**config.mk**
```make
export PLATFORM = sky130hd
export DESIGN_NAME = query_arg_extract_url_decode_unit_flat
export DESIGN_NICKNAME = d
export VERILOG_FILES = /design/src/rtl/qaud_pkg.sv /design/src/rtl/qaud_if.sv /design/src/rtl/query_arg_extract_url_decode_unit.sv /design/src/flat_wrapper.sv
export SDC_FILE = /design/constraint.sdc
export NUM_CORES = 1
export LEC_CHECK = 0
export BUFFER_PORTS_ARGS = -buffer_cell sky130_fd_sc_hd__buf_2
export CORE_AREA = 10 10 130 132
export CTS_BUF_LIST = sky130_fd_sc_hd__clkbuf_4 sky130_fd_sc_hd__clkbuf_8
export CTS_CLUSTER_DIAMETER = 120
export DETAILED_ROUTE_END_ITERATION = 10
export DIE_AREA = 0 0 140 142
export MAX_ROUTING_LAYER = met4
export PLACE_DENSITY = 0.8
export SYNTH_ARGS = -nofsm -noshare
export SYNTH_HDL_FRONTEND = slang
export SYNTH_SLANG_ARGS = --single-unit
```
**constraint.sdc**
```tcl
create_clock -name clk -period 6 [get_ports clk]
set_clock_uncertainty 0.1 [all_clocks]
set_input_delay 0.3 -clock clk [delete_from_list [all_inputs] [get_ports clk]]
set_output_delay 0.3 -clock clk [all_outputs]
set_load 0.01 [all_outputs]
```
**src/rtl/qaud_pkg.sv**
```systemverilog
// Package for the query argument extract and URL decode unit.
// Holds the phase encoding, register indexes, character codes and the result type.
// No dependencies.
package qaud_pkg;

  localparam int unsigned CFG_IDX_W  = 2;
  localparam int unsigned CFG_DATA_W = 64;
  localparam int unsigned LEN_W      = 12;

  typedef enum logic [CFG_IDX_W-1:0] {
    CFG_KEY_TEXT    = 2'd0,
    CFG_KEY_LENGTH  = 2'd1,
    CFG_VALUE_LIMIT = 2'd2
  } cfg_reg_t;

  typedef enum logic [2:0] {
    PH_SEG   = 3'd0,
    PH_MATCH = 3'd1,
    PH_SKIP  = 3'd2,
    PH_VALUE = 3'd3,
    PH_DONE  = 3'd4
  } phase_t;

  typedef enum logic [1:0] {
    ESC_NONE = 2'd0,
    ESC_HIGH = 2'd1,
    ESC_LOW  = 2'd2
  } esc_step_t;

  localparam logic [7:0] CH_PCT   = 8'h25;
  localparam logic [7:0] CH_PLUS  = 8'h2B;
  localparam logic [7:0] CH_EQ    = 8'h3D;
  localparam logic [7:0] CH_AMP   = 8'h26;
  localparam logic [7:0] CH_LF    = 8'h0A;
  localparam logic [7:0] CH_CR    = 8'h0D;
  localparam logic [7:0] CH_SPACE = 8'h20;
  localparam logic [7:0] CH_NUL   = 8'h00;

  localparam logic [LEN_W-1:0] VALUE_LIMIT_RST = 12'd64;

  typedef struct packed {
    logic             kind;
    logic [7:0]       byte_value;
    logic             found;
    logic [LEN_W-1:0] value_length;
    logic             run_last;
  } result_t;

  function automatic logic [3:0] hex_digit(input logic [7:0] b);
    logic [3:0] d;
    d = 4'd0;
    if (b >= 8'h30 && b <= 8'h39) begin
      d = 4'(b - 8'h30);
    end else if (b >= 8'h41 && b <= 8'h46) begin
      d = 4'(b - 8'h37);
    end else if (b >= 8'h61 && b <= 8'h66) begin
      d = 4'(b - 8'h57);
    end
    return d;
  endfunction

endpackage

```
**src/rtl/qaud_if.sv**
```systemverilog
// Valid/ready channel interfaces for the query argument extract unit.
// Depends on qaud_pkg for the result length width.
interface qaud_in_if;
  logic       valid;
  logic       ready;
  logic [7:0] byte_in;
  logic       end_of_string;

  modport source (output valid, output byte_in, output end_of_string, input ready);
  modport sink   (input valid, input byte_in, input end_of_string, output ready);
endinterface

interface qaud_out_if;
  logic                       valid;
  logic                       ready;
  logic                       kind;
  logic [7:0]                 byte_value;
  logic                       found;
  logic [qaud_pkg::LEN_W-1:0] value_length;
  logic                       run_last;

  modport source (output valid, output kind, output byte_value, output found,
                  output value_length, output run_last, input ready);
  modport sink   (input valid, input kind, input byte_value, input found,
                  input value_length, input run_last, output ready);
endinterface

```
**src/rtl/query_arg_extract_url_decode_unit.sv**
```systemverilog
// Query string key lookup with URL decoding of the matching value.
// Results are registered; an input beat's first result beat is offered in the next cycle.
// Throughput: one input beat per cycle while the output is not stalled; a beat that
// yields two results (a value byte and its completion) holds the input until the first
// is taken, as the two-entry result register drains one beat per cycle when ready.
// Reset: synchronous, clears the parse state, empties the result register
// and loads the register defaults (value limit 64).
module query_arg_extract_url_decode_unit #(
  parameter int unsigned KEY_BYTES = 8
) (
  input  logic                             clk,
  input  logic                             rst_n,
  input  logic                             cfg_we,
  input  logic [qaud_pkg::CFG_IDX_W-1:0]   cfg_index,
  input  logic [qaud_pkg::CFG_DATA_W-1:0]  cfg_data,
  qaud_in_if.sink                          in_chan,
  qaud_out_if.source                       out_chan
);
  import qaud_pkg::*;

  localparam int unsigned KEY_W = KEY_BYTES * 8;

  logic [KEY_W-1:0] key_r;
  logic [3:0]       key_len_r;
  logic [LEN_W-1:0] limit_r;

  phase_t           phase_r, phase_nxt;
  logic [3:0]       key_pos_r, key_pos_nxt;
  esc_step_t        esc_step_r, esc_step_nxt;
  logic [3:0]       esc_high_r, esc_high_nxt;
  logic [LEN_W-1:0] emit_cnt_r, emit_cnt_nxt;

  result_t          q_r [2];
  result_t          q_nxt [2];
  logic [1:0]       q_cnt_r, q_cnt_nxt;

  result_t          res [2];
  logic [1:0]       res_n;

  logic             accept;
  logic             pop;
  logic [3:0]       klen;
  logic [7:0]       kb;
  logic [7:0]       b;
  logic             last;
  logic             emit_b;
  logic [7:0]       emit_val;
  logic             cpl;
  logic             cpl_found;
  logic [LEN_W-1:0] cpl_len;
  logic             seg_end;

  assign klen = (key_len_r > 4'(KEY_BYTES)) ? 4'(KEY_BYTES) : key_len_r;

  always_ff @(posedge clk) begin
    if (!rst_n) begin
      key_r     <= '0;
      key_len_r <= '0;
      limit_r   <= VALUE_LIMIT_RST;
    end else if (cfg_we) begin
      unique case (cfg_index)
        CFG_KEY_TEXT:    key_r     <= cfg_data[KEY_W-1:0];
        CFG_KEY_LENGTH:  key_len_r <= cfg_data[3:0];
        CFG_VALUE_LIMIT: limit_r   <= cfg_data[LEN_W-1:0];
        default: ;
      endcase
    end
  end

  assign b      = in_chan.byte_in;
  assign last   = in_chan.end_of_string;
  assign pop    = out_chan.valid && out_chan.ready;
  assign in_chan.ready = (q_cnt_r == 2'd0) || (q_cnt_r == 2'd1 && out_chan.ready);
  assign accept = in_chan.valid && in_chan.ready;

  always_comb begin
    phase_nxt    = phase_r;
    key_pos_nxt  = key_pos_r;
    esc_step_nxt = esc_step_r;
    esc_high_nxt = esc_high_r;
    emit_cnt_nxt = emit_cnt_r;
    kb           = 8'd0;
    emit_b       = 1'b0;
    emit_val     = 8'd0;
    cpl          = 1'b0;
    cpl_found    = 1'b0;
    cpl_len      = '0;
    seg_end      = 1'b0;

    if (b != CH_NUL) begin
      if (phase_nxt == PH_SEG) begin
        if (b == CH_CR || b == CH_LF) begin
          cpl       = 1'b1;
          phase_nxt = PH_DONE;
          seg_end   = 1'b1;
        end else begin
          phase_nxt   = PH_MATCH;
          key_pos_nxt = 4'd0;
        end
      end
      if (!seg_end) begin
        unique case (phase_nxt)
          PH_MATCH: begin
            if (b == CH_AMP) begin
              phase_nxt   = PH_SEG;
              key_pos_nxt = 4'd0;
            end else if (key_pos_nxt < klen) begin
              kb = 8'(key_r >> {key_pos_nxt[2:0], 3'b000});
              if (b == kb) begin
                key_pos_nxt = key_pos_nxt + 4'd1;
              end else begin
                phase_nxt = PH_SKIP;
              end
            end else if (b == CH_EQ) begin
              phase_nxt    = PH_VALUE;
              esc_step_nxt = ESC_NONE;
              esc_high_nxt = 4'd0;
              emit_cnt_nxt = '0;
              if (limit_r == '0) begin
                cpl       = 1'b1;
                cpl_found = 1'b1;
                phase_nxt = PH_DONE;
              end
            end else begin
              phase_nxt = PH_SKIP;
            end
          end
          PH_SKIP: begin
            if (b == CH_AMP) begin
              phase_nxt   = PH_SEG;
              key_pos_nxt = 4'd0;
            end
          end
          PH_VALUE: begin
            if (b == CH_AMP || emit_cnt_nxt >= limit_r) begin
              cpl       = 1'b1;
              cpl_found = 1'b1;
              cpl_len   = emit_cnt_nxt;
              phase_nxt = PH_DONE;
            end else if (esc_step_nxt == ESC_HIGH) begin
              esc_high_nxt = hex_digit(b);
              esc_step_nxt = ESC_LOW;
            end else if (esc_step_nxt == ESC_LOW) begin
              esc_step_nxt = ESC_NONE;
              emit_b       = 1'b1;
              emit_val     = {esc_high_nxt, hex_digit(b)};
            end else if (b == CH_PCT) begin
              esc_step_nxt = ESC_HIGH;
            end else if (b == CH_PLUS) begin
              emit_b   = 1'b1;
              emit_val = CH_SPACE;
            end else begin
              emit_b   = 1'b1;
              emit_val = b;
            end
            if (emit_b) begin
              emit_cnt_nxt = emit_cnt_nxt + 1'b1;
              if (emit_cnt_nxt >= limit_r) begin
                cpl       = 1'b1;
                cpl_found = 1'b1;
                cpl_len   = emit_cnt_nxt;
                phase_nxt = PH_DONE;
              end
            end
          end
          default: ;
        endcase
      end
    end

    if (b == CH_NUL || last) begin
      if (phase_nxt != PH_DONE) begin
        cpl       = 1'b1;
        cpl_found = (phase_nxt == PH_VALUE);
        cpl_len   = (phase_nxt == PH_VALUE) ? emit_cnt_nxt : '0;
      end
      phase_nxt    = PH_SEG;
      key_pos_nxt  = 4'd0;
      esc_step_nxt = ESC_NONE;
      esc_high_nxt = 4'd0;
      emit_cnt_nxt = '0;
    end
  end

  always_comb begin
    res[0] = '0;
    res[1] = '0;
    res_n  = 2'd0;
    if (emit_b) begin
      res[0].byte_value = emit_val;
      if (cpl) begin
        res[1].kind         = 1'b1;
        res[1].found        = cpl_found;
        res[1].value_length = cpl_len;
        res[1].run_last     = 1'b1;
        res_n               = 2'd2;
      end else begin
        res[0].run_last = 1'b1;
        res_n           = 2'd1;
      end
    end else if (cpl) begin
      res[0].kind         = 1'b1;
      res[0].found        = cpl_found;
      res[0].value_length = cpl_len;
      res[0].run_last     = 1'b1;
      res_n               = 2'd1;
    end
  end

  always_comb begin
    q_nxt[0]  = q_r[0];
    q_nxt[1]  = q_r[1];
    q_cnt_nxt = q_cnt_r;
    if (accept) begin
      q_nxt[0]  = res[0];
      q_nxt[1]  = res[1];
      q_cnt_nxt = res_n;
    end else if (pop) begin
      q_nxt[0]  = q_r[1];
      q_cnt_nxt = q_cnt_r - 2'd1;
    end
  end

  always_ff @(posedge clk) begin
    if (!rst_n) begin
      phase_r    <= PH_SEG;
      key_pos_r  <= 4'd0;
      esc_step_r <= ESC_NONE;
      esc_high_r <= 4'd0;
      emit_cnt_r <= '0;
      q_cnt_r    <= 2'd0;
    end else begin
      if (accept) begin
        phase_r    <= phase_nxt;
        key_pos_r  <= key_pos_nxt;
        esc_step_r <= esc_step_nxt;
        esc_high_r <= esc_high_nxt;
        emit_cnt_r <= emit_cnt_nxt;
      end
      q_cnt_r <= q_cnt_nxt;
    end
  end

  always_ff @(posedge clk) begin
    q_r[0] <= q_nxt[0];
    q_r[1] <= q_nxt[1];
  end

  assign out_chan.valid        = (q_cnt_r != 2'd0);
  assign out_chan.kind         = q_r[0].kind;
  assign out_chan.byte_value   = q_r[0].byte_value;
  assign out_chan.found        = q_r[0].found;
  assign out_chan.value_length = q_r[0].value_length;
  assign out_chan.run_last     = q_r[0].run_last;

endmodule

```
**src/flat_wrapper.sv**
```systemverilog
// flat-port wrapper written by rule: the top's interface ports become plain ports
module query_arg_extract_url_decode_unit_flat import qaud_pkg::*;
#(
  parameter int unsigned KEY_BYTES = 8
)
  (clk, rst_n, cfg_we, cfg_index, cfg_data, in_chan_valid, in_chan_byte_in, in_chan_end_of_string, in_chan_ready, out_chan_valid, out_chan_kind, out_chan_byte_value, out_chan_found, out_chan_value_length, out_chan_run_last, out_chan_ready);
  qaud_in_if in_chan_i ();
  qaud_out_if out_chan_i ();
  input  logic clk;
  input  logic rst_n;
  input  logic cfg_we;
  input  logic [qaud_pkg::CFG_IDX_W-1:0] cfg_index;
  input  logic [qaud_pkg::CFG_DATA_W-1:0] cfg_data;
  input wire logic [$bits(in_chan_i.valid)-1:0] in_chan_valid;
  input wire logic [$bits(in_chan_i.byte_in)-1:0] in_chan_byte_in;
  input wire logic [$bits(in_chan_i.end_of_string)-1:0] in_chan_end_of_string;
  output wire logic [$bits(in_chan_i.ready)-1:0] in_chan_ready;
  output wire logic [$bits(out_chan_i.valid)-1:0] out_chan_valid;
  output wire logic [$bits(out_chan_i.kind)-1:0] out_chan_kind;
  output wire logic [$bits(out_chan_i.byte_value)-1:0] out_chan_byte_value;
  output wire logic [$bits(out_chan_i.found)-1:0] out_chan_found;
  output wire logic [$bits(out_chan_i.value_length)-1:0] out_chan_value_length;
  output wire logic [$bits(out_chan_i.run_last)-1:0] out_chan_run_last;
  input wire logic [$bits(out_chan_i.ready)-1:0] out_chan_ready;
  assign in_chan_i.valid = in_chan_valid;
  assign in_chan_i.byte_in = in_chan_byte_in;
  assign in_chan_i.end_of_string = in_chan_end_of_string;
  assign in_chan_ready = in_chan_i.ready;
  assign out_chan_valid = out_chan_i.valid;
  assign out_chan_kind = out_chan_i.kind;
  assign out_chan_byte_value = out_chan_i.byte_value;
  assign out_chan_found = out_chan_i.found;
  assign out_chan_value_length = out_chan_i.value_length;
  assign out_chan_run_last = out_chan_i.run_last;
  assign out_chan_i.ready = out_chan_ready;
  query_arg_extract_url_decode_unit #(.KEY_BYTES(KEY_BYTES)) u_core (.clk(clk), .rst_n(rst_n), .cfg_we(cfg_we), .cfg_index(cfg_index), .cfg_data(cfg_data), .in_chan(in_chan_i), .out_chan(out_chan_i));
endmodule
```
Word-level counts from Yosys, hierarchy flattened:

Memories as Yosys holds them, arrays and structs flattened.
Cells that the tools add are included.

* bitwise logic cells: 0
* divide/modulo/power cells: 0
* add/subtract/negate cells: 6
* multipliers: 0
* equality and inequality tests: 24
* reductions and logical operators: 26
* shift-type cells: 1
* $lt $le $gt $ge: 10
* multiplexer cells: 130

Operator list (number)
* $mux W12: 16
* $mux W4: 22
* $mux W8: 9
* $mux W23: 3
* $shr A64 B6 Y8: 1
* $mux W3: 15
* $mux W1: 41
* $eq A8 B6 Y1 const B: 4
* $mux W14: 2
* $mux W2: 14
* $ge A12 B12 Y1: 2
* $pmux W12 S2: 1
* $reduce_and A9 Y1: 2
* $eq A8 B4 Y1 const B: 2
* $ge A8 B7 Y1 const B: 2
* $le A8 B7 Y1 const B: 2
* $pmux W4 S2: 2
* $mux W13: 1
* $add A12 B1 Y12 const B: 1
* $logic_not A12 Y1: 1
* $ne A3 B3 Y1 const B: 4
* $eq A3 B2 Y1 const B: 3
* $pmux W3 S3: 1
* $eq A8 B8 Y1: 1
* other kinds (25): 45

* flip-flop bits (word level): 107
* output and inout bits: 25
* memory bits (read-only): 0
* memories kept: 1
* RAM bits: 46
* word-level logic and storage cells: 207
* bits in latches: 0
* input port bits: 80

Memories
* u_core.q_r: depth 2, bits a word 23, read ports 2, clocked after memory_dff 0, wr ports 2, RTL line query_arg_extract_url_decode_unit.sv:33 `result_t q_r [2];`

Longest topological paths before layout:

Gate-level depths: netlist of the first run.

* depth in word-level cells: 20
* depth in mapped cells: 22
* mapped depth without buffers: 20

Worst setup path after synthesis of the first run:

No wires, ideal clock.

* kind: input-to-reg
* from: in in_chan_byte_in[1]
* to: reg u_core.emit_cnt_r[3]
* path buffers: 1
* data arrival time: 4404 ps
* cell stages on the path: 16
* setup slack: 1378 ps
* data required time: 5783 ps
* library setup time: 117 ps
* cell sequence: inv_1 ha_1 mux2i_1 o31ai_4 and2_1 ha_1 or4b_2 a211oi_1 a22oi_1 a221oi_1 nand4_1 o41a_1 o41a_1 or3_4 buf_6 a32o_1

* longest elaborated chain between the ends: 13
* elaborated cells on any way between the ends: 37
* those cells by class: order compare: 1; eq/ne: 7; mux: 24; reduce/logical: 5

RTL lines
* from (decl): RTL line flat_wrapper.sv:15 `input wire logic [$bits(in_chan_i.byte_in)-1:0] in_chan_byte_in;`
* parallel branches: the longest is 12 deep, another holds $lt A4 B4 Y1
* $mux W12 (*): RTL line query_arg_extract_url_decode_unit.sv:171 `if (b == CH_NUL || last) begin`
* to (signal assigned): RTL line query_arg_extract_url_decode_unit.sv:238 `emit_cnt_r <= emit_cnt_nxt;`
* to (decl): RTL line query_arg_extract_url_decode_unit.sv:31 `logic [LEN_W-1:0] emit_cnt_r, emit_cnt_nxt;`

Mark *: on every way between the ends. The select of a mux whose other input is x is not followed.
A chain may end at the register's enable or synchronous reset.

==> results.json, run 1 <==
{
  "status": "complete, no violations",
  "min_to": "u_core.key_r[41]$_SDFFE_PN0P_",
  "clock_latency_ns": 0.47,
  "synth_cell_types": 82,
  "grt-ovfl-total": 0,
  "final.period_utilization_pct": 85.4,
  "cts.sinks": 145,
  "synth_nets": 1104,
  "ys.flop_type": "dfxtp_1",
  "clockBufferDepth": 2,
  "switching_share_pct": 27.2,
  "min_path_cells": 3,
  "hold_class": "input pin to flip-flop",
  "setup-tns-final_ns": 0,
  "peakVddDrop_v": 0.000138,
  "syn_area_sq_mm": 0.00837,
  "switchingPower_uw": 610,
  "place_area_sq_mm": 0.00878,
  "final_common_cell": "nand2_1",
  "endpoint_kind": "flip-flop",
  "chipWidth_microns": 140,
  "portBuffers": 104,
  "cts_tree": "built",
  "grt_pass1_vias": 7462,
  "syn_avg_cell_area_sq_um": 8.50,
  "antenna_found_initial": 1,
  "synth-edff-count": 38,
  "numCtsBuffers": 17,
  "finalSetupViolCount": 0,
  "yosysWarnings": 0,
  "slew_headroom_pct": 35.2,
  "worstPathMaxFanout": 8,
  "htree_levels": 4,
  "reg2reg_to": "u_core.q_r[0][7]$_DFFE_PP_",
  "finalCriticalPeriod_ns": 5.13,
  "dr.pass1.iters": 6,
  "min_from": "cfg_data[41]",
  "fin_nets": 1214,
  "design_area_sq_mm": 0.00977,
  "num_vias": 7829,
  "pre_cts_ws_ns": 0.627,
  "layout-drive-gt1-share_pct": 16.5,
  "dieArea_sq_mm": 0.0199,
  "die_h_microns": 142,
  "ant_nets": 0,
  "reg2reg_slack_ns": 0.87,
  "syn2layout_area_growth_pct": 16.8,
  "maxClockFrequency_mhz": 195,
  "ctsRootBufferMaster": "clkbuf_8",
  "finalWeightedCongestion": 0.958,
  "drc": 0,
  "regToRegStartpoint": "u_core.emit_cnt_r[0]$_SDFFE_PN0P_",
  "dp_hpwl_mm": 15.6,
  "power_frac_clock_pct": 34.4,
  "syn-instance-count": 984,
  "ctsHoldBuffers": 59,
  "core.rowCount": 44,
  "maxCapViolCount": 0,
  "setup_ws_ns": 0.874,
  "ys_seq_area_share_pct": 39.2,
  "drtIter0Drc": 856,
  "final_cell_mix": "201 x nand2_1, 108 x a21oi_1, 107 x dfxtp_1",
  "start_util_pct": 58.5,
  "internal_power_mw": 1.63,
  "synth-seq-cells": 145,
  "cts_resized": 0,
  "cp_data_arrival_time_ns": 5.32,
  "power_density_mw_per_mm2": 230,
  "power.share.combinational_pct": 16.2,
  "ios": 105,
  "postLayoutCoreUtil_pct": 68.3,
  "synthArstFlopShare_pct": 0,
  "tightest_slew_ns": 0.947,
  "worstSetupPathType": "flip-flop to flip-flop",
  "final_max_slew_viol_count": 0,
  "drt-total-wl_mm": 22.7,
  "worstPathRequired_ns": 6.20,
  "cts_setup_buffers": 0,
  "gr-usage-all-layers_pct": 22.8,
  "power.leakage_nw": 3.77,
  "path_clk_slew_ns": 0.08,
  "critPathLaunchType": "flip-flop",
  "grt_pass1_wl_mm": 36.8,
  "seq_power_share_pct": 49.4,
  "vias_per_cell": 6.05,
  "hold_violations": 0,
  "grt_max_degree": 90,
  "rsz0062_at_grt": "no",
  "ff2ff_path_depth": 17,
  "wl_per_cell_microns": 17.5,
  "core_sq_mm": 0.0143
}
[worst max-delay path: stages, from the launching register on]
cell	delay, ns
dfxtp_1	0.48
ha_1	0.29
nand3_1	0.18
nor2_1	0.17
and3_1	0.28
nand3_1	0.12
xnor2_1	0.32
ha_1	0.29
o21ai_0	0.18
a21oi_1	0.06
nor2_1	0.16
a211o_1	0.20
a31oi_1	0.12
or4_1	0.60
or3b_2	0.50
o21ai_0	0.44
o21ai_0	0.25
o31ai_1	0.22
[cells by family (layout without fill, tap and decap cells)]
family / after synthesis / in the layout / synth area share (%)
other: 0 / 4 / 0
AO/OA/AOI/OAI: 267 / 267 / 21.3
multiplexers: 32 / 32 / 5.14
flip-flops: 145 / 145 / 39.2
buffers and inverters: 115 / 237 / 6.50
adder cells (fa/ha/maj): 40 / 40 / 5.98
AND/OR/NAND/NOR: 375 / 375 / 20.8
XOR/XNOR: 10 / 10 / 1.05
[state kept, by name (all words and copies together), names as in the netlist]
name / flops
u_core.limit_r: 12
u_core.q_cnt_r: 2
u_core.key_len_r: 4
u_core.q_r: 38
u_core.emit_cnt_r: 12
u_core.esc_step_r: 2
u_core.phase_r: 3
u_core.esc_high_r: 4
u_core.key_r: 64
u_core.key_pos_r: 4
[area by class of cell]
cell class                 count  area, sq um
clock inverter                 9          109
tap                          184          230
inverter                      33          124
fill                        1180         4540
antenna                        4         10.0
clock buffer                  22          284
multi-input combinational    724         4550
sequential                   145         3280
timing repair buffer         173         1190
[per-stage QoR]
stage	hold WS [ns]	total power [mW]	std cells
global placement	0.340	1.45	1200
global route	0.0132	2.33	1291
floorplan	0.333	1.37	984
CTS	0.000534	2.24	1290
detailed placement	0.348	1.46	1200
finish	0.00891	2.24	1294
[synth_stat cells, drive strengths merged (6+ instances only)]
cell type,count,area share (%)
nand2,201,9.0
a21oi,109,6.6
dfxtp,107,26
nor2,55,2.5
clkbuf,42,1.9
buf,40,3.1
ha,40,6.0
edfxtp,38,14
o21ai,34,2.0
inv,33,1.5
nand3,20,1.2
mux2i,16,1.9
a32o,15,1.8
nor2b,14,1.0
a22o,12,1.3
and3,12,0.90
nand4,11,0.90
nor3,10,0.60
a22oi,8,0.72
a31oi,8,0.60
mux2,8,1.1
mux4,8,2.2
nand2b,8,0.60
nor4,8,0.60
or3,8,0.78
xnor2,8,0.84
a21o,7,0.63
o211ai,7,0.63
o22ai,7,0.52
a211oi,6,0.54
o31ai,6,0.70
[metal layers]
metal	GRT usage [%]	vias up	share of wire (%)
met4	10.3	0	2.8
met5	-	-	0
met2	35.8	349	48
li1	-	3760	-
met1	27.8	3661	42
met3	5.07	59	7.0
[worst max-delay path by stage]
| stage | start | to | slack [ns] | depth (start not counted) |
|---|---|---|---|---|
| 6_report | u_core.emit_cnt_r[0]$_SDFFE_PN0P_ | u_core.q_r[0][7]$_DFFE_PP_ | 0.87 | 17 |
| 3_5_place_dp | in_chan_byte_in[1] | u_core.q_cnt_r[0]$_SDFFE_PN0P_ | 0.63 | 19 |
| 4_1_cts | u_core.emit_cnt_r[0]$_SDFFE_PN0P_ | u_core.q_r[0][7]$_DFFE_PP_ | 0.94 | 17 |
| 5_1_grt | u_core.emit_cnt_r[0]$_SDFFE_PN0P_ | u_core.q_r[0][3]$_DFFE_PP_ | 0.44 | 17 |
| 3_3_place_gp | in_chan_byte_in[1] | u_core.q_cnt_r[0]$_SDFFE_PN0P_ | 0.77 | 19 |
| 2_1_floorplan | in_chan_byte_in[1] | u_core.emit_cnt_r[3]$_SDFFE_PN0P_ | 1.38 | 16 |
[power groups by stage]
stage                     registers, mW  clock network (mW)  logic, mW
after floorplan                    1.13                   0      0.249
after global placement             1.13                   0      0.326
after detailed placement           1.13                   0      0.330
after CTS                          1.11               0.771      0.361
after global routing               1.11               0.814      0.403
final                              1.11               0.771      0.364
Note: power is estimated with default switching activity, not from simulation.
==> run 2: changes to the inputs <==
BUFFER_PORTS_ARGS = -buffer_cell sky130_fd_sc_hd__buf_4   (was -buffer_cell sky130_fd_sc_hd__buf_2)
CORE_AREA = 10 10 156 158   (was 10 10 130 132)
DIE_AREA = 0 0 166 168   (was 0 0 140 142)
PLACE_DENSITY = default   (was 0.8)
==> results.json, run 2 (same netlist as run 1, synthesis figures left out) <==
{
  "portBuffers": 104,
  "gr-usage-all-layers_pct": 17.0,
  "pre_cts_ws_ns": 0.671,
  "setup-tns-final_ns": 0,
  "reg2reg_to": "u_core.q_r[0][6]$_DFFE_PP_",
  "maxClockFrequency_mhz": 194,
  "dieArea_sq_mm": 0.0279,
  "grt_use_met1_pct": 22.4,
  "worstSetupPathType": "flip-flop to flip-flop",
  "numCtsBuffers": 17,
  "hold_class": "input pin to flip-flop",
  "top_usage_layer": "met2",
  "ff2ff_path_depth": 17,
  "endpoint_kind": "flip-flop",
  "fin_nets": 1221,
  "status": "complete, no violations",
  "finalSetupViolCount": 0,
  "place_area_sq_mm": 0.00917,
  "layout-drive-gt1-share_pct": 16.7,
  "drt-total-wl_mm": 23.6,
  "cp-startpoint": "u_core.emit_cnt_r[0]$_SDFFE_PN0P_",
  "path_clk_slew_ns": 0.10,
  "power.leakage_nw": 3.91,
  "peakVddDrop_v": 0.000140,
  "wl_per_cell_microns": 17.0,
  "antenna_found_initial": 0,
  "die_h_microns": 168,
  "grt_pass1_vias": 7394,
  "power_density_mw_per_mm2": 231,
  "grt_use_met3_pct": 3.12,
  "nFillCells": 2106,
  "top_register": "u_core.key_r",
  "slew_headroom_pct": 32.9,
  "rsz0062_at_grt": "no",
  "total_power_mw": 2.37,
  "htree_levels": 4,
  "switching_share_pct": 29.5,
  "tightest_slew_ns": 1.01,
  "num_vias": 7619,
  "worstPathRequired_ns": 6.19,
  "ios": 105,
  "power_frac_clock_pct": 36.3,
  "endpoint": "u_core.q_r[0][6]$_DFFE_PP_",
  "grt_max_degree": 90,
  "regToRegStartpoint": "u_core.emit_cnt_r[0]$_SDFFE_PN0P_",
  "cts.sinks": 145,
  "maxCapViolCount": 0,
  "clock_latency_ns": 0.46,
  "chipWidth_microns": 166,
  "switchingPower_uw": 700,
  "largest_reg_flops": 64,
  "dp_hpwl_mm": 17.0,
  "dr.pass1.iters": 6,
  "syn2layout_area_growth_pct": 22.5,
  "vias_per_cell": 5.47,
  "cts_tree": "built",
  "start_util_pct": 39.1,
  "clockBufferDepth": 2,
  "num_antenna_cells": 0,
  "grt_use_met2_pct": 26.5,
  "grt_pass1_wl_mm": 38.6,
  "postLayoutCoreUtil_pct": 47.9,
  "grt-ovfl-total": 0,
  "internal_power_mw": 1.67,
  "power.share.combinational_pct": 16.9,
  "final.period_utilization_pct": 86.1,
  "final_common_cell": "nand2_1",
  "ctsRootBufferMaster": "clkbuf_8",
  "core_sq_mm": 0.0214,
  "min_from": "rst_n",
  "cts_setup_buffers": 0,
  "core.rowCount": 54,
  "finalWeightedCongestion": 0.933,
  "reg_top3": "u_core.key_r (64), u_core.q_r (38)",
  "seq_power_share_pct": 46.8,
  "critPathLaunchType": "flip-flop",
  "worstPathMaxFanout": 8,
  "final_cell_mix": "201 x nand2_1, 116 x buf_4, 108 x a21oi_1",
  "drc": 0,
  "design_area_sq_mm": 0.0103,
  "reg2reg_slack_ns": 0.84,
  "setup_ws_ns": 0.836,
  "drtIter0Drc": 578,
  "hold_violations": 0,
  "ant_nets": 0,
  "finalCriticalPeriod_ns": 5.16,
  "cp_data_arrival_time_ns": 5.36,
  "final_max_slew_viol_count": 0
}
-- run 2: cell type report --
| type | count | area (sq um) | share of cell area [%] |
|---|---|---|---|
| clock inverters | 14 | 190 | 1.86 |
| well taps | 280 | 350 | 3.42 |
| clock buffers | 18 | 248 | 2.42 |
| flip-flops and latches | 145 | 3280 | 32.0 |
| repair buffers | 180 | 1510 | 14.7 |
| inverters | 33 | 124 | 1.21 |
| multi-input cells | 724 | 4550 | 44.3 |
-- run 2: power groups by stage --
stage / Sequential [mW] / Combinational, mW / Clock [mW]
2_1_floorplan: 1.13 / 0.249 / 0
3_3_place_gp: 1.13 / 0.368 / 0
3_5_place_dp: 1.13 / 0.369 / 0
4_1_cts: 1.11 / 0.403 / 0.877
5_1_grt: 1.12 / 0.443 / 0.921
6_report: 1.11 / 0.401 / 0.859
-- run 2: worst max-delay path: stages, from the launching register on --
cell	delay, ns
dfxtp_1	0.49
ha_1	0.29
nand3_1	0.16
nor2_1	0.17
and3_1	0.28
nand3_1	0.12
xnor2_1	0.28
ha_1	0.28
o21ai_0	0.17
a21oi_1	0.06
nor2_1	0.14
a211o_1	0.20
a31oi_1	0.14
or4_1	0.61
or3b_2	0.50
o21ai_0	0.47
o21ai_0	0.28
o31ai_1	0.25
-- run 2: layer usage --
layer  wire length (microns)  vias up
met3                    1210       20
met5                       0        -
met1                   11300     3572
met2                   10900      252
li1                        -     3775
met4                     269        0
-- run 2: what timing repair did --
action / 4_1_cts / 5_1_grt
hold endpoints to repair: 74 / 1
hold buffers: 63 / 1
gates resized for setup: 0 / 0
-- run 2: how the worst min path moves through the flow --
| stage | cells after the start | end | slack (ns) |
|---|---|---|---|
| floorplan | 2 | u_core.key_r[41]$_SDFFE_PN0P_ | 0.33 |
| finish | 2 | u_core.limit_r[6]$_SDFFE_PN1P_ | 0.1 |
| global placement | 2 | u_core.key_r[30]$_SDFFE_PN0P_ | 0.34 |
| global route | 2 | u_core.limit_r[6]$_SDFFE_PN1P_ | 0.08 |
| CTS | 3 | u_core.key_r[49]$_SDFFE_PN0P_ | 0.002 |
| detailed placement | 2 | u_core.key_r[38]$_SDFFE_PN0P_ | 0.34 |
-- run 2: per-stage QoR --
stage               hold WS [ns]  instances
floorplan                  0.333        984
global placement           0.341       1298
detailed placement         0.344       1298
CTS                      0.00222       1393
global route              0.0810       1394
finish                    0.0986       1394
==> run 3: changes to the inputs <==
CORE_AREA = 2 2 171 173   (was 10 10 156 158)
DIE_AREA = 0 0 173 175   (was 0 0 166 168)
==> results.json, run 3 (same netlist as run 1, synthesis figures left out) <==
{
  "core_sq_mm": 0.0284,
  "grt_pass1_vias": 7342,
  "layout-drive-gt1-share_pct": 16.6,
  "ant_nets": 0,
  "largest_reg_flops": 64,
  "power_density_mw_per_mm2": 222,
  "htree_levels": 4,
  "setup-tns-final_ns": 0,
  "drt-total-wl_mm": 23.4,
  "num_antenna_cells": 0,
  "numCtsBuffers": 17,
  "place_area_sq_mm": 0.00929,
  "drtIter0Drc": 453,
  "final.period_utilization_pct": 85.8,
  "status": "complete, no violations",
  "path_clk_slew_ns": 0.10,
  "gr-usage-all-layers_pct": 15.9,
  "top_register": "u_core.key_r",
  "multiInputGateArea_sq_mm": 0.00455,
  "grt_max_degree": 90,
  "cts_tree": "built",
  "ios": 105,
  "grt-ovfl-total": 0,
  "finalWeightedCongestion": 0.883,
  "dp_hpwl_mm": 17.2,
  "tightest_slew_ns": 0.986,
  "hold_class": "input pin to flip-flop",
  "num_vias": 7549,
  "maxClockFrequency_mhz": 194,
  "grt_pass1_wl_mm": 38.0,
  "fin_nets": 1218,
  "final_common_cell": "nand2_1",
  "portBuffers": 104,
  "clockBufferDepth": 2,
  "wl_per_cell_microns": 15.7,
  "final_cell_mix": "201 x nand2_1, 114 x buf_4, 108 x a21oi_1",
  "dieArea_sq_mm": 0.0303,
  "worstPathRequired_ns": 6.18,
  "hold_violations": 0,
  "hold_slack_ns": 0.0330,
  "final_max_slew_viol_count": 0,
  "chipWidth_microns": 173,
  "design_area_sq_mm": 0.0103,
  "worstPathMaxFanout": 8,
  "worstSetupPathType": "flip-flop to flip-flop",
  "rsz0062_at_grt": "no",
  "postLayoutCoreUtil_pct": 36.3,
  "maxCapViolCount": 0,
  "regArea_sq_mm": 0.00328,
  "power.leakage_nw": 3.88,
  "cts.sinks": 145,
  "slew_headroom_pct": 34.3,
  "vias_per_cell": 5.05,
  "finalCriticalPeriod_ns": 5.15,
  "clock_latency_ns": 0.47,
  "ctsRootBufferMaster": "clkbuf_8",
  "die_h_microns": 175,
  "reg_top3": "u_core.key_r (64), u_core.q_r (38)",
  "antenna_found_initial": 0,
  "dr.pass1.iters": 6,
  "finalSetupViolCount": 0,
  "peakVddDrop_v": 0.000101,
  "nFillCells": 2917,
  "start_util_pct": 29.5,
  "core.rowCount": 62,
  "syn2layout_area_growth_pct": 23.2,
  "cp_data_arrival_time_ns": 5.33,
  "drc": 0,
  "total_power_mw": 2.29,
  "endpoint_kind": "flip-flop",
  "critPathLaunchType": "flip-flop"
}
## run 3: metrics by stage
step                setup slack, ns  std cells
finish                        0.853       1495
global route                  0.317       1495
CTS                           0.861       1495
detailed placement            0.637       1400
global placement              0.828       1400
floorplan                      1.38        984
## run 3: layout make-up
| type | instances | area share, % |
|---|---|---|
| inverters | 33 | 1.20 |
| repair buffers | 177 | 14.4 |
| clock buffers | 17 | 2.27 |
| multi-input cells | 724 | 44.1 |
| flip-flops and latches | 145 | 31.8 |
| clock inverters | 15 | 1.53 |
| well taps | 384 | 4.66 |
## run 3: timing repair
item	in CTS	in global routing
hold endpoints to repair	77	0
setup buffers	0	0
gates resized for setup	0	0
hold buffers	63	0
## run 3: report_power, final
group | switching (mW) | internal (mW) | leakage (nW) | total (mW)
combinational | 0.219 | 0.181 | 2.43 | 0.400
clock | 0.462 | 0.315 | 0.203 | 0.778
sequential | 0.0277 | 1.08 | 1.25 | 1.11
total | 0.709 | 1.58 | 3.88 | 2.29
## run 3: critical path, stage by stage, from the launching register on
cell      delay, ns
dfxtp_1        0.49
ha_1           0.29
nand3_1        0.18
nor2_1         0.17
and3_1         0.28
nand3_1        0.12
xnor2_1        0.19
ha_1           0.25
a22oi_1        0.17
o211ai_1       0.11
a21oi_1        0.19
a211o_1        0.22
a31oi_1        0.12
or4_1          0.60
or3b_2         0.50
o21ai_0        0.47
o21ai_0        0.24
o31ai_1        0.26
## run 3: layer usage
layer  GRT usage, %  share of wire (%)
met5              -                  0
met4           4.48                1.4
met3           2.94                4.8
met2           26.2                 48
met1           20.1                 46
## run 3: worst paths after layout
check | startpoint | to | slack (ns) | depth (start not counted)
worst max-delay path | u_core.emit_cnt_r[0]$_SDFFE_PN0P_ | u_core.q_r[0][6]$_DFFE_PP_ | 0.85 | 17
worst min-delay path | cfg_data[12] | u_core.key_r[12]$_SDFFE_PN0P_ | 0.03 | 3
worst max register to register | u_core.emit_cnt_r[0]$_SDFFE_PN0P_ | u_core.q_r[0][6]$_DFFE_PP_ | 0.85 | 17
worst min register to register | u_core.key_r[61]$_SDFFE_PN0P_ | u_core.key_r[61]$_SDFFE_PN0P_ | 0.35 | 2
